$ cat src/design/pcxrle_pkg.sv
`default_nettype none
package pcxrle_pkg;

   localparam int unsigned PIXEL_W      = 8;
   localparam int unsigned RUN_LEN_W    = 6;
   localparam int unsigned COLUMN_W     = 16;
   localparam int unsigned CSR_INDEX_W  = 2;
   localparam int unsigned CSR_DATA_W   = 16;
   localparam int unsigned QUEUE_DEPTH  = 2;

   localparam logic [RUN_LEN_W-1:0] RUN_MAX    = 6'h3F;
   localparam logic [PIXEL_W-1:0]   SINGLE_MAX = 8'hBF;
   localparam logic [PIXEL_W-1:0]   COUNT_MARK = 8'hC0;

   localparam logic [COLUMN_W-1:0] LINE_WIDTH_RESET  = 16'd1;
   localparam logic [PIXEL_W-1:0]  TRANSPARENT_RESET = 8'd0;

   localparam logic [CSR_INDEX_W-1:0] CSR_LINE_WIDTH  = 2'd0;
   localparam logic [CSR_INDEX_W-1:0] CSR_TRANSPARENT = 2'd1;

   // One closed run, ready to be expanded into bytes
   typedef struct packed {
      logic                 valid;
      logic [PIXEL_W-1:0]   value;
      logic [RUN_LEN_W-1:0] length;
   } run_type;

   // Work handed from front to back for one pixel: old run, then new run
   typedef struct packed {
      run_type a;
      run_type b;
      logic    line_end;
   } cmd_type;

   typedef struct packed {
      logic full;
      logic empty;
   } q_status_type;

   // A run needs a count byte unless it is a single low-valued pixel
   function automatic logic needs_count(input run_type r);
      needs_count = r.valid && ((r.length != RUN_LEN_W'(1)) || (r.value > SINGLE_MAX));
   endfunction

endpackage
`default_nettype wire

$ cat src/design/pcxrle_front.sv
`default_nettype none
module pcxrle_front (
   input  wire logic                                   clock,
   input  wire logic                                   reset,
   input  wire logic                                   req_valid,
   output logic                                        req_ready,
   input  wire logic [pcxrle_pkg::PIXEL_W-1:0]         req_pixel_index,
   input  wire logic                                   req_is_transparent,
   input  wire logic                                   csr_valid,
   output logic                                        csr_ready,
   input  wire logic [pcxrle_pkg::CSR_INDEX_W-1:0]     csr_index,
   input  wire logic [pcxrle_pkg::CSR_DATA_W-1:0]      csr_wdata,
   input  wire pcxrle_pkg::q_status_type               q_status,
   output logic                                        q_push,
   output pcxrle_pkg::cmd_type                         q_cmd
);

   localparam int unsigned PW = pcxrle_pkg::PIXEL_W;
   localparam int unsigned LW = pcxrle_pkg::RUN_LEN_W;
   localparam int unsigned CW = pcxrle_pkg::COLUMN_W;

   logic [CW-1:0] line_width_ff, line_width_in;
   logic [PW-1:0] trans_index_ff, trans_index_in;
   logic [PW-1:0] run_value_ff, run_value_in;
   logic [LW-1:0] run_len_ff, run_len_in;
   logic [CW-1:0] column_ff, column_in;

   logic          accept;
   logic [PW-1:0] pix;
   logic          flush_a;
   logic          extend;
   logic [LW-1:0] len_new;
   logic [PW-1:0] val_new;
   logic [CW:0]   col_inc;
   logic          line_done;
   logic          flush_b;

   assign req_ready = !q_status.full;
   assign csr_ready = 1'b1;
   assign accept    = req_valid && req_ready;

   always_comb begin
      pix       = req_is_transparent ? trans_index_ff : req_pixel_index;
      flush_a   = (run_len_ff != '0) && (pix != run_value_ff);
      extend    = (run_len_ff != '0) && !flush_a;
      len_new   = extend ? (run_len_ff + LW'(1)) : LW'(1);
      val_new   = extend ? run_value_ff : pix;
      col_inc   = {1'b0, column_ff} + (CW+1)'(1);
      // Zero width compares like one: every pixel ends the line
      line_done = col_inc >= {1'b0, line_width_ff};
      flush_b   = (len_new == pcxrle_pkg::RUN_MAX) || line_done;
   end

   always_comb begin
      q_cmd.a.valid  = flush_a;
      q_cmd.a.value  = run_value_ff;
      q_cmd.a.length = run_len_ff;
      q_cmd.b.valid  = flush_b;
      q_cmd.b.value  = val_new;
      q_cmd.b.length = len_new;
      q_cmd.line_end = line_done;
      // A pixel that only extends a run sends nothing
      q_push         = accept && (flush_a || flush_b);
   end

   always_comb begin
      run_value_in = run_value_ff;
      run_len_in   = run_len_ff;
      column_in    = column_ff;
      if (accept) begin
         run_value_in = val_new;
         run_len_in   = flush_b ? '0 : len_new;
         column_in    = line_done ? '0 : col_inc[CW-1:0];
      end
   end

   always_comb begin
      line_width_in  = line_width_ff;
      trans_index_in = trans_index_ff;
      if (csr_valid && csr_ready) begin
         case (csr_index)
            pcxrle_pkg::CSR_LINE_WIDTH:  line_width_in  = csr_wdata;
            pcxrle_pkg::CSR_TRANSPARENT: trans_index_in = csr_wdata[PW-1:0];
            default: ;
         endcase
      end
   end

   always_ff @(posedge clock) begin
      if (reset) begin
         line_width_ff  <= pcxrle_pkg::LINE_WIDTH_RESET;
         trans_index_ff <= pcxrle_pkg::TRANSPARENT_RESET;
         run_value_ff   <= '0;
         run_len_ff     <= '0;
         column_ff      <= '0;
      end else begin
         line_width_ff  <= line_width_in;
         trans_index_ff <= trans_index_in;
         run_value_ff   <= run_value_in;
         run_len_ff     <= run_len_in;
         column_ff      <= column_in;
      end
   end

   a_line_flushes: assert property (@(posedge clock) disable iff (reset)
      accept && line_done |-> q_push && q_cmd.b.valid && (run_len_in == '0))
      else $error("line end did not close the open run");

   a_run_bounded: assert property (@(posedge clock) disable iff (reset)
      run_len_ff != pcxrle_pkg::RUN_MAX)
      else $error("run left open at maximum length");

endmodule
`default_nettype wire

$ cat src/design/pcxrle_queue.sv
`default_nettype none
module pcxrle_queue #(
   parameter int unsigned DEPTH = pcxrle_pkg::QUEUE_DEPTH
) (
   input  wire logic                     clock,
   input  wire logic                     reset,
   input  wire logic                     push,
   input  wire pcxrle_pkg::cmd_type      push_cmd,
   input  wire logic                     pop,
   output pcxrle_pkg::cmd_type           head_cmd,
   output pcxrle_pkg::q_status_type      status
);

   localparam int unsigned PtrW   = (DEPTH > 1) ? $clog2(DEPTH) : 1;
   localparam int unsigned CountW = $clog2(DEPTH + 1);
   localparam logic [PtrW-1:0]   PtrLast = PtrW'(DEPTH - 1);
   localparam logic [CountW-1:0] CountFull = CountW'(DEPTH);

   pcxrle_pkg::cmd_type entry_ff [DEPTH];
   logic [PtrW-1:0]   wr_ptr_ff, wr_ptr_in;
   logic [PtrW-1:0]   rd_ptr_ff, rd_ptr_in;
   logic [CountW-1:0] count_ff, count_in;

   assign head_cmd     = entry_ff[rd_ptr_ff];
   assign status.full  = (count_ff == CountFull);
   assign status.empty = (count_ff == '0);

   always_comb begin
      wr_ptr_in = wr_ptr_ff;
      rd_ptr_in = rd_ptr_ff;
      count_in  = count_ff;
      if (push) begin
         wr_ptr_in = (wr_ptr_ff == PtrLast) ? '0 : (wr_ptr_ff + PtrW'(1));
      end
      if (pop) begin
         rd_ptr_in = (rd_ptr_ff == PtrLast) ? '0 : (rd_ptr_ff + PtrW'(1));
      end
      if (push && !pop) begin
         count_in = count_ff + CountW'(1);
      end else if (pop && !push) begin
         count_in = count_ff - CountW'(1);
      end
   end

   always_ff @(posedge clock) begin
      if (push) begin
         entry_ff[wr_ptr_ff] <= push_cmd;
      end
   end

   always_ff @(posedge clock) begin
      if (reset) begin
         wr_ptr_ff <= '0;
         rd_ptr_ff <= '0;
         count_ff  <= '0;
      end else begin
         wr_ptr_ff <= wr_ptr_in;
         rd_ptr_ff <= rd_ptr_in;
         count_ff  <= count_in;
      end
   end

   a_no_overflow: assert property (@(posedge clock) disable iff (reset)
      push |-> !status.full)
      else $error("transfer into full queue");

   a_no_underflow: assert property (@(posedge clock) disable iff (reset)
      pop |-> !status.empty)
      else $error("pop from empty queue");

   a_count_tracks: assert property (@(posedge clock) disable iff (reset)
      push && !pop |=> count_ff == $past(count_ff) + CountW'(1))
      else $error("queue count lost a transfer");

endmodule
`default_nettype wire

$ cat src/design/pcxrle_back.sv
`default_nettype none
module pcxrle_back (
   input  wire logic                             clock,
   input  wire logic                             reset,
   input  wire pcxrle_pkg::cmd_type              head_cmd,
   input  wire pcxrle_pkg::q_status_type         q_status,
   output logic                                  q_pop,
   output logic                                  rsp_valid,
   input  wire logic                             rsp_ready,
   output logic [pcxrle_pkg::PIXEL_W-1:0]        rsp_code_byte,
   output logic                                  rsp_last_of_item,
   output logic                                  rsp_line_end
);

   localparam int unsigned PW = pcxrle_pkg::PIXEL_W;

   // Byte slots of one command, in send order: a count, a value, b count, b value
   logic [3:0]    need;
   logic [3:0]    rem;
   logic [3:0]    sel;
   logic [3:0]    done_ff, done_in;
   logic          last;
   logic          emit;
   logic          out_free;
   logic [PW-1:0] byte_sel;

   logic          rsp_valid_ff, rsp_valid_in;
   logic [PW-1:0] code_ff, code_in;
   logic          last_ff, last_in;
   logic          line_end_ff, line_end_in;

   always_comb begin
      need[0] = pcxrle_pkg::needs_count(head_cmd.a);
      need[1] = head_cmd.a.valid;
      need[2] = pcxrle_pkg::needs_count(head_cmd.b);
      need[3] = head_cmd.b.valid;
      rem     = need & ~done_ff;
      sel     = rem & (~rem + 4'd1);
      last    = (rem & ~sel) == 4'd0;
      if (sel[0]) begin
         byte_sel = pcxrle_pkg::COUNT_MARK | PW'(head_cmd.a.length);
      end else if (sel[1]) begin
         byte_sel = head_cmd.a.value;
      end else if (sel[2]) begin
         byte_sel = pcxrle_pkg::COUNT_MARK | PW'(head_cmd.b.length);
      end else begin
         byte_sel = head_cmd.b.value;
      end
   end

   assign out_free = !rsp_valid_ff || rsp_ready;
   assign emit     = !q_status.empty && out_free;
   assign q_pop    = emit && last;

   always_comb begin
      done_in      = done_ff;
      rsp_valid_in = rsp_valid_ff && !rsp_ready;
      code_in      = code_ff;
      last_in      = last_ff;
      line_end_in  = line_end_ff;
      if (emit) begin
         done_in      = last ? 4'd0 : (done_ff | sel);
         rsp_valid_in = 1'b1;
         code_in      = byte_sel;
         last_in      = last;
         // The closing run's value byte is always the command's final byte
         line_end_in  = last && head_cmd.line_end;
      end
   end

   always_ff @(posedge clock) begin
      if (reset) begin
         done_ff      <= '0;
         rsp_valid_ff <= 1'b0;
      end else begin
         done_ff      <= done_in;
         rsp_valid_ff <= rsp_valid_in;
      end
   end

   always_ff @(posedge clock) begin
      code_ff     <= code_in;
      last_ff     <= last_in;
      line_end_ff <= line_end_in;
   end

   assign rsp_valid        = rsp_valid_ff;
   assign rsp_code_byte    = code_ff;
   assign rsp_last_of_item = last_ff;
   assign rsp_line_end     = line_end_ff;

   a_line_end_last: assert property (@(posedge clock) disable iff (reset)
      rsp_valid && rsp_line_end |-> rsp_last_of_item)
      else $error("line end on a byte that is not last of its pixel");

   a_emit_shows: assert property (@(posedge clock) disable iff (reset)
      emit |=> rsp_valid && (rsp_code_byte == $past(byte_sel)))
      else $error("emitted byte not presented");

   a_head_has_bytes: assert property (@(posedge clock) disable iff (reset)
      !q_status.empty |-> rem != 4'd0)
      else $error("queued command with nothing left to send");

endmodule
`default_nettype wire

$ cat src/design/pcx_rle_line_encoder_core.sv
// Channel   Direction  Handshake              Payload
// req       in         req_valid/req_ready    req_pixel_index[7:0], req_is_transparent
// rsp       out        rsp_valid/rsp_ready    rsp_code_byte[7:0], rsp_last_of_item, rsp_line_end
// csr       in         csr_valid/csr_ready    csr_index[1:0], csr_wdata[15:0]
//
// The front end takes one pixel per cycle while the command queue is not full, and
// queues the runs it closes; the back end sends one byte per cycle from its output
// register while a command waits and the output is not stalled by rsp_ready;
// a pixel causes up to 4 bytes.
// Output byte appears in the cycle after the back end picks it from the queue head.
// Synchronous reset clears run state, queue and output valid; no clearing pass.
// req_ready drops only while the command queue is full; csr_ready is always high.
`default_nettype none
module pcx_rle_line_encoder_core #(
   parameter int unsigned QUEUE_DEPTH = pcxrle_pkg::QUEUE_DEPTH
) (
   input  wire logic                                clock,
   input  wire logic                                reset,
   input  wire logic                                req_valid,
   output logic                                     req_ready,
   input  wire logic [pcxrle_pkg::PIXEL_W-1:0]      req_pixel_index,
   input  wire logic                                req_is_transparent,
   output logic                                     rsp_valid,
   input  wire logic                                rsp_ready,
   output logic [pcxrle_pkg::PIXEL_W-1:0]           rsp_code_byte,
   output logic                                     rsp_last_of_item,
   output logic                                     rsp_line_end,
   input  wire logic                                csr_valid,
   output logic                                     csr_ready,
   input  wire logic [pcxrle_pkg::CSR_INDEX_W-1:0]  csr_index,
   input  wire logic [pcxrle_pkg::CSR_DATA_W-1:0]   csr_wdata
);

   pcxrle_pkg::q_status_type q_status;
   pcxrle_pkg::cmd_type      push_cmd;
   pcxrle_pkg::cmd_type      head_cmd;
   logic                     q_push;
   logic                     q_pop;

   pcxrle_front u_front (
      .clock              (clock),
      .reset              (reset),
      .req_valid          (req_valid),
      .req_ready          (req_ready),
      .req_pixel_index    (req_pixel_index),
      .req_is_transparent (req_is_transparent),
      .csr_valid          (csr_valid),
      .csr_ready          (csr_ready),
      .csr_index          (csr_index),
      .csr_wdata          (csr_wdata),
      .q_status           (q_status),
      .q_push             (q_push),
      .q_cmd              (push_cmd)
   );

   pcxrle_queue #(
      .DEPTH (QUEUE_DEPTH)
   ) u_queue (
      .clock    (clock),
      .reset    (reset),
      .push     (q_push),
      .push_cmd (push_cmd),
      .pop      (q_pop),
      .head_cmd (head_cmd),
      .status   (q_status)
   );

   pcxrle_back u_back (
      .clock            (clock),
      .reset            (reset),
      .head_cmd         (head_cmd),
      .q_status         (q_status),
      .q_pop            (q_pop),
      .rsp_valid        (rsp_valid),
      .rsp_ready        (rsp_ready),
      .rsp_code_byte    (rsp_code_byte),
      .rsp_last_of_item (rsp_last_of_item),
      .rsp_line_end     (rsp_line_end)
   );

endmodule
`default_nettype wire
$ cat config.mk
export PLATFORM = sky130hd
export DESIGN_NAME = pcx_rle_line_encoder_core
export DESIGN_NICKNAME = d
export VERILOG_FILES = /design/src/design/pcxrle_pkg.sv /design/src/design/pcxrle_front.sv /design/src/design/pcxrle_queue.sv /design/src/design/pcxrle_back.sv /design/src/design/pcx_rle_line_encoder_core.sv
export SDC_FILE = /design/constraint.sdc
export NUM_CORES = 1
export LEC_CHECK = 0
export BUFFER_PORTS_ARGS = -buffer_cell sky130_fd_sc_hd__buf_2
export CORE_ASPECT_RATIO = 1.5
export CORE_MARGIN = 2
export CORE_UTILIZATION = 30
export CTS_BUF_LIST = sky130_fd_sc_hd__clkbuf_8
export DETAILED_ROUTE_END_ITERATION = 8
export PLACE_DENSITY = 0.43
export RECOVER_POWER = 50
export SYNTH_ARGS = -nofsm -noshare
export SYNTH_HDL_FRONTEND = slang
export SYNTH_SLANG_ARGS = --single-unit
$ cat constraint.sdc
create_clock -name clock -period 6.1 [get_ports clock]
set_input_delay 0.305 -clock clock [delete_from_list [all_inputs] [get_ports clock]]
set_output_delay 0.305 -clock clock [all_outputs]
set_load 0.1 [all_outputs]
* Yosys cells after proc, flatten, opt, wreduce, memory -nomap -nowiden
Memories as Yosys holds them, arrays and structs flattened. A register that Yosys moved wholly into a read port is not among the register bits.
Cells that the tools add are included.
** Operators by class
- Equal/unequal tests :: 6
- Bitwise logic cells :: 7
- Magnitude comparators :: 3
- Muxes and demuxes :: 18
- Add/subtract/negate cells :: 7
- Reductions and logical operators :: 31
** Operator list (number)
- $mux W8 :: 4
- $mux W6 :: 3
- $add A16 B1 Y17 const B :: 1
- $ge A17 B16 Y1 :: 1
- $gt A8 B8 Y1 const B :: 2
- $mux W16 :: 1
- $and A4 B4 Y4 :: 3
- $logic_and A1 B1 Y1 :: 12
- $ne A6 B1 Y1 const B :: 2
- $not A4 Y4 :: 3
- $ne A8 B8 Y1 :: 1
- $logic_not A1 Y1 :: 7
- $mux W1 :: 7
- $add A6 B1 Y6 const B :: 1
- $eq A6 B6 Y1 const B :: 1
- $reduce_bool A6 Y1 :: 1
- $logic_or A1 B1 Y1 :: 5
- $add A4 B1 Y4 const B :: 1
- $logic_not A2 Y1 :: 2
- $logic_not A4 Y1 :: 1
- $mux W2 :: 2
- $mux W4 :: 1
- $or A4 B4 Y4 :: 1
- $reduce_and A2 Y1 :: 2
- 6 further kinds :: 7
** Storage, ports and cells
- Input bits :: 32
- Bits in writable memories :: 62
- Register bits after elaboration :: 73
- Word-level logic and storage cells :: 87
- Memories kept :: 1
- Output and inout bits :: 13
** Memory list
- u_queue.entry_ff :: depth 2, width 31, rd ports 1, clocked after Yosys merged registers in 1, write ports 1, line pcxrle_queue.sv:19 : pcxrle_pkg::cmd_type entry_ff [DEPTH];

* Longest topological paths before layout
- Depth after elaboration :: 14
- Depth in mapped cells :: 17
- Gate-level depth less buffers :: 16

* By module
Synthesis repeated with hierarchy kept, for this count alone.
** Unflattened totals
- Cell total of the unflattened synthesis :: 611
- Area, all modules :: 6541.3 um^2
** Modules (own cells, without submodules)
- pcxrle_front :: cells each 403, area an instance 3236.9 um^2, sequential area each 1081.0 um^2, times used 1
- pcxrle_queue :: cells each 118, area an instance 2433.6 um^2, sequential area each 1961.9 um^2, times used 1
- pcxrle_back :: cells each 90, area an instance 870.8 um^2, sequential area each 400.4 um^2, times used 1

* Worst setup path before layout
OpenSTA, ideal clock, no wires.
- Path kind :: reg-to-reg
- Start point :: register u_front.column_ff[2]
- End point :: memory u_queue.entry_ff[0][0] (netlist name), enable pin
- Buffers on the path :: 1
- Period minus slack after synthesis :: 4343 ps
- Setup time :: 423 ps
- Path slack :: 1757 ps
- Stages on the path, launching flop included :: 15
- Arrival :: 3920 ps
- Cells stage by stage :: dfxtp_1 clkbuf_1 and4_1 nand4_1 nor2_1 nand2_1 xnor2_1 ha_1 nand3_1 nor2_1 o311a_1 nor4_4 inv_2 a22o_1 nor2b_1
** RTL lines
- start, declared :: line pcxrle_front.sv:26 : logic [CW-1:0] column_ff, column_in;
- start signal, assigned :: line pcxrle_front.sv:101 : column_ff <= column_in;
- end, declared :: line pcxrle_queue.sv:19

==> impl_metrics.csv <==
group,metric,value,unit
clock_tree,cts_resized,0,
route,drc,0,
timing,slew_viol_final,17,
power,internal-power,0.001748,W
clock_tree,clk_latency,0.45,ns
synthesis,syn_avg_cell_area,10.70,µm²
die,io_pins,45,
timing,setup_violations,0,
power,p_sw,0.001176,W
setup_path,crit_top_cell,"ha_1",
setup_path,slowest_delay,0.44,ns
grt,grt_pass1_wl,24610,µm
status,violations,"max-capacitance violations, max-slew violations",
setup_path,crit_slowest_cell,"dfxtp_1",
die,design.die.area,0.02229,mm²
setup_path,cp-start-kind,"register",
timing,clock_skew,0.01558,ns
clock_tree,cts_tree,"built",
synthesis,synth_top_family_by_area,"simple AND/OR/NAND/NOR gates",
synthesis,synthAdderAreaFrac,0.03956,
setup_path,rrSetupSlack,1.89,ns
die,die_y,181.9,µm
finish,layout.nets,686,
synthesis,synthesis.area,0.006326,mm²
synthesis,yosysTopAreaCell,"edfxtp_1",
power,power.leakage,2.595,nW
power,ir_drop,202.0,µV
placed_design,routabilityCongestion,0.7974,
setup_path,worstPathMaxFanout,19,
grt,grt_max_degree,66,
clock_tree,cts_buffers,17,
timing,slew-limit-headroom,-0.3065,
route,drt.antenna.violating_nets,0,
synthesis,synth.area.mux_share,0.08228,
synthesis,synth_top_cells_by_count,"nand2_1 (75), edfxtp_1 (72), dfxtp_1 (64)",
timing,period_needed,4.214,ns
status,status,"complete, but fails checks",
power,combPwrFrac,0.333,
power,power_density,408.1,mW/mm²
setup_path,worst_ep_required_time,6.48,ns
synthesis,synth.top_cell.area_share,0.3418,
timing,rsz0062_at_grt,"no",
finish,n_fill_cell,2144,
finish,drive_above_1_share,0.1345,
synthesis,synth_nets,643,
die,die_w,122.6,µm
clock_tree,cts_max_path_buffers,2,
synthesis,synthSimpleGateAreaFrac,0.1744,
worst_hold_path,min_path_type,"input port to register",
clock_tree,cts_setup_buffers,0,
route,wl,15450,µm
synthesis,synth-compound-area-share,0.08960,
die,core.rowCount,65,
grt,antenna_found_initial,0,
route,wl_per_cell,16.88,µm
grt,grtUsageMet3,0.03141,
setup_path,cp_cell_sequence,"ha_1 -> and2_1 -> nand4_1 -> nor2_1 -> xor2_1 -> ha_1 -> a21o_1 -> a221o_1 -> nor4_4 -> buf_4 -> inv_2 -> a22o_1 -> ha_1 -> or3_1 -> a21oi_1",
synthesis,yosysUniqueCellTypes,61,
clock_tree,hold_buffers,0,
clock_tree,cts-root-buf,"clkbuf_8",
power,p_total,0.002924,W
grt,met1_usage,0.1613,
die,coreArea,0.02090,mm²
timing,fin_crit_sh,0.6909,
power,clockPowerShare,0.244,
job,drv_cap,1,
die,start_util,0.3027,
setup_path,crit_type,"register to register",
setup_path,arrival,4.59,ns
grt,grt_use_met2,0.2691,
synthesis,synthTopCellsByArea,"edfxtp_1 (34%), dfxtp_1 (20%), nand2_1 (4.5%)",
synthesis,seq_area_frac_synth,0.5443,
synthesis,synth_edf_count,72,
grt,grt-ovfl-total,0,
synthesis,synth_cells,591,
timing,finalSetupTns,0,ns
clock_tree,ctsHtreeMaxLevel,4,
power,seq_power_share,0.423,
placed_design,portBuffers,43,
clock_tree,clock_sinks,136,
power,sw_frac_of_total,0.4021,
synthesis,ys_async_sr_fraction,0,
placed_design,hpwl,11260,µm
synthesis,synth_flop_cell,"edfxtp_1",
timing,worst_pin_slew,1.956,ns
synthesis,ys_ff_latch,136,
route,vias,4434,
synthesis,synth_xor_area_frac,0.03600,
finish,syn_to_final_growth,13.25,%
finish,diodes,0,
synthesis,yosysMostFrequentCell,"nand2_1",
route,initialDrtViolationCount,253,
worst_hold_path,hold_path_depth,3,
clock_tree,path_clk_slew,0.08,ns
grt,grt_usage,0.1477,
timing,hold_viol_final,0,
grt,grt-busiest-layer,"met2",
synthesis,ys_warn_count,0,
setup_path,r2r_cells,15,
route,first_pass_iters,4,
route,via_per_inst,4.846,
grt,grt_pass1_vias,4581,
timing,fmax,237.3,MHz
setup_path,endpoint_kind,"register",
## registers in the layout, summed over array words and instances, names as in the netlist, 2 cells and up, named ones only
signal	count
u_back.done_ff	4
u_back.rsp_code_byte	8
u_front.column_ff	16
u_front.line_width_ff	16
u_front.run_len_ff	6
u_front.run_value_ff	8
u_front.trans_index_ff	8
u_queue.count_ff	2
u_queue.entry_ff	62
## worst max-delay path: cells and delay by family, from the launching register on
kind / cells / cell delay [ns]
XOR/XNOR: 1 / 0.21
adder cells (fa/ha/maj): 3 / 0.98
flip-flops: 1 / 0.44
AO/OA/AOI/OAI: 4 / 0.96
buffers and inverters: 2 / 0.43
AND/OR/NAND/NOR: 5 / 1.12
## cell usage in the layout, fill, tap and decap left out, types with 7 or more instances in the layout
cell | netlist | final
xnor2_1 | 8 | 8
dfxtp_1 | 64 | 64
inv_1 | 23 | 23
ha_1 | 20 | 20
nand4_1 | 7 | 7
a21oi_1 | 42 | 42
nand3_1 | 26 | 27
nor2_1 | 50 | 50
clkbuf_1 | 17 | 16
nor3_1 | 21 | 21
xor2_1 | 18 | 18
mux2_1 | 0 | 8
clkbuf_8 | 0 | 17
buf_2 | 3 | 29
nand2_1 | 75 | 75
mux2i_1 | 25 | 25
buf_4 | 1 | 7
edfxtp_1 | 72 | 72
o21ai_0 | 11 | 11
## cell families after synthesis
group	after synthesis
simple gates	226
flops	136
compound gates	87
buf+inv	52
mux	43
xor+xnor	26
fa+ha+maj	20
other cells	1
## cell type report
cell class,instances,area (µm²),share of cell area
Sequential cell,136,3443,0.4806
Multi-Input combinational cell,403,2663,0.3716
Tap cell,268,335.3,0.04680
Timing Repair Buffer,52,257.7,0.03598
Clock buffer,17,234.0,0.03266
Clock inverter,15,141.4,0.01973
Inverter,24,90.09,0.01257
## power by group through the flow
stage	logic [W]	registers, W	clock network, W
final	0.000974	0.00124	0.000714
after floorplan	0.000532	0.00147	0
after global placement	0.000989	0.00125	0
after detailed placement	0.00100	0.00126	0
after global routing	0.00106	0.00125	0.000780
after CTS	0.00100	0.00124	0.000740
## layer usage
metal	share of wire	routed length [µm]	vias up
met3	0.024	367	23
met1	0.41	6274	2113
li1	-	-	2219
met4	0.028	437	0
met5	0	0	-
met2	0.54	8366	79
## metrics by stage
step / area (µm²) / instances / setup slack (ns) / utilization / hold WS (ns)
2_1_floorplan: 6326 / 591 / 1.757 / - / 0.4292
3_3_place_gp: 6832 / 883 / 2.009 / 0.3268 / 0.4442
3_5_place_dp: 6832 / 883 / 1.902 / 0.3268 / 0.4493
4_1_cts: 7207 / 915 / 1.873 / 0.3448 / 0.04391
5_1_grt: 7164 / 915 / 1.517 / 0.3428 / 0.05605
6_report: 7164 / 915 / 1.886 / 0.3428 / 0.08145
## worst paths after layout
path / startpoint / end
worst max-delay path: u_front.column_ff[0]$_SDFFE_PP0P_ / u_queue.count_ff[1]$_SDFFE_PP0P_
worst min-delay path: csr_wdata[13] / u_front.line_width_ff[13]$_SDFFE_PP0P_
worst max register to register: u_front.column_ff[0]$_SDFFE_PP0P_ / u_queue.count_ff[1]$_SDFFE_PP0P_
worst min register to register: u_front.line_width_ff[9]$_SDFFE_PP0P_ / u_front.line_width_ff[9]$_SDFFE_PP0P_
Note: power is estimated with default switching activity, not from simulation.
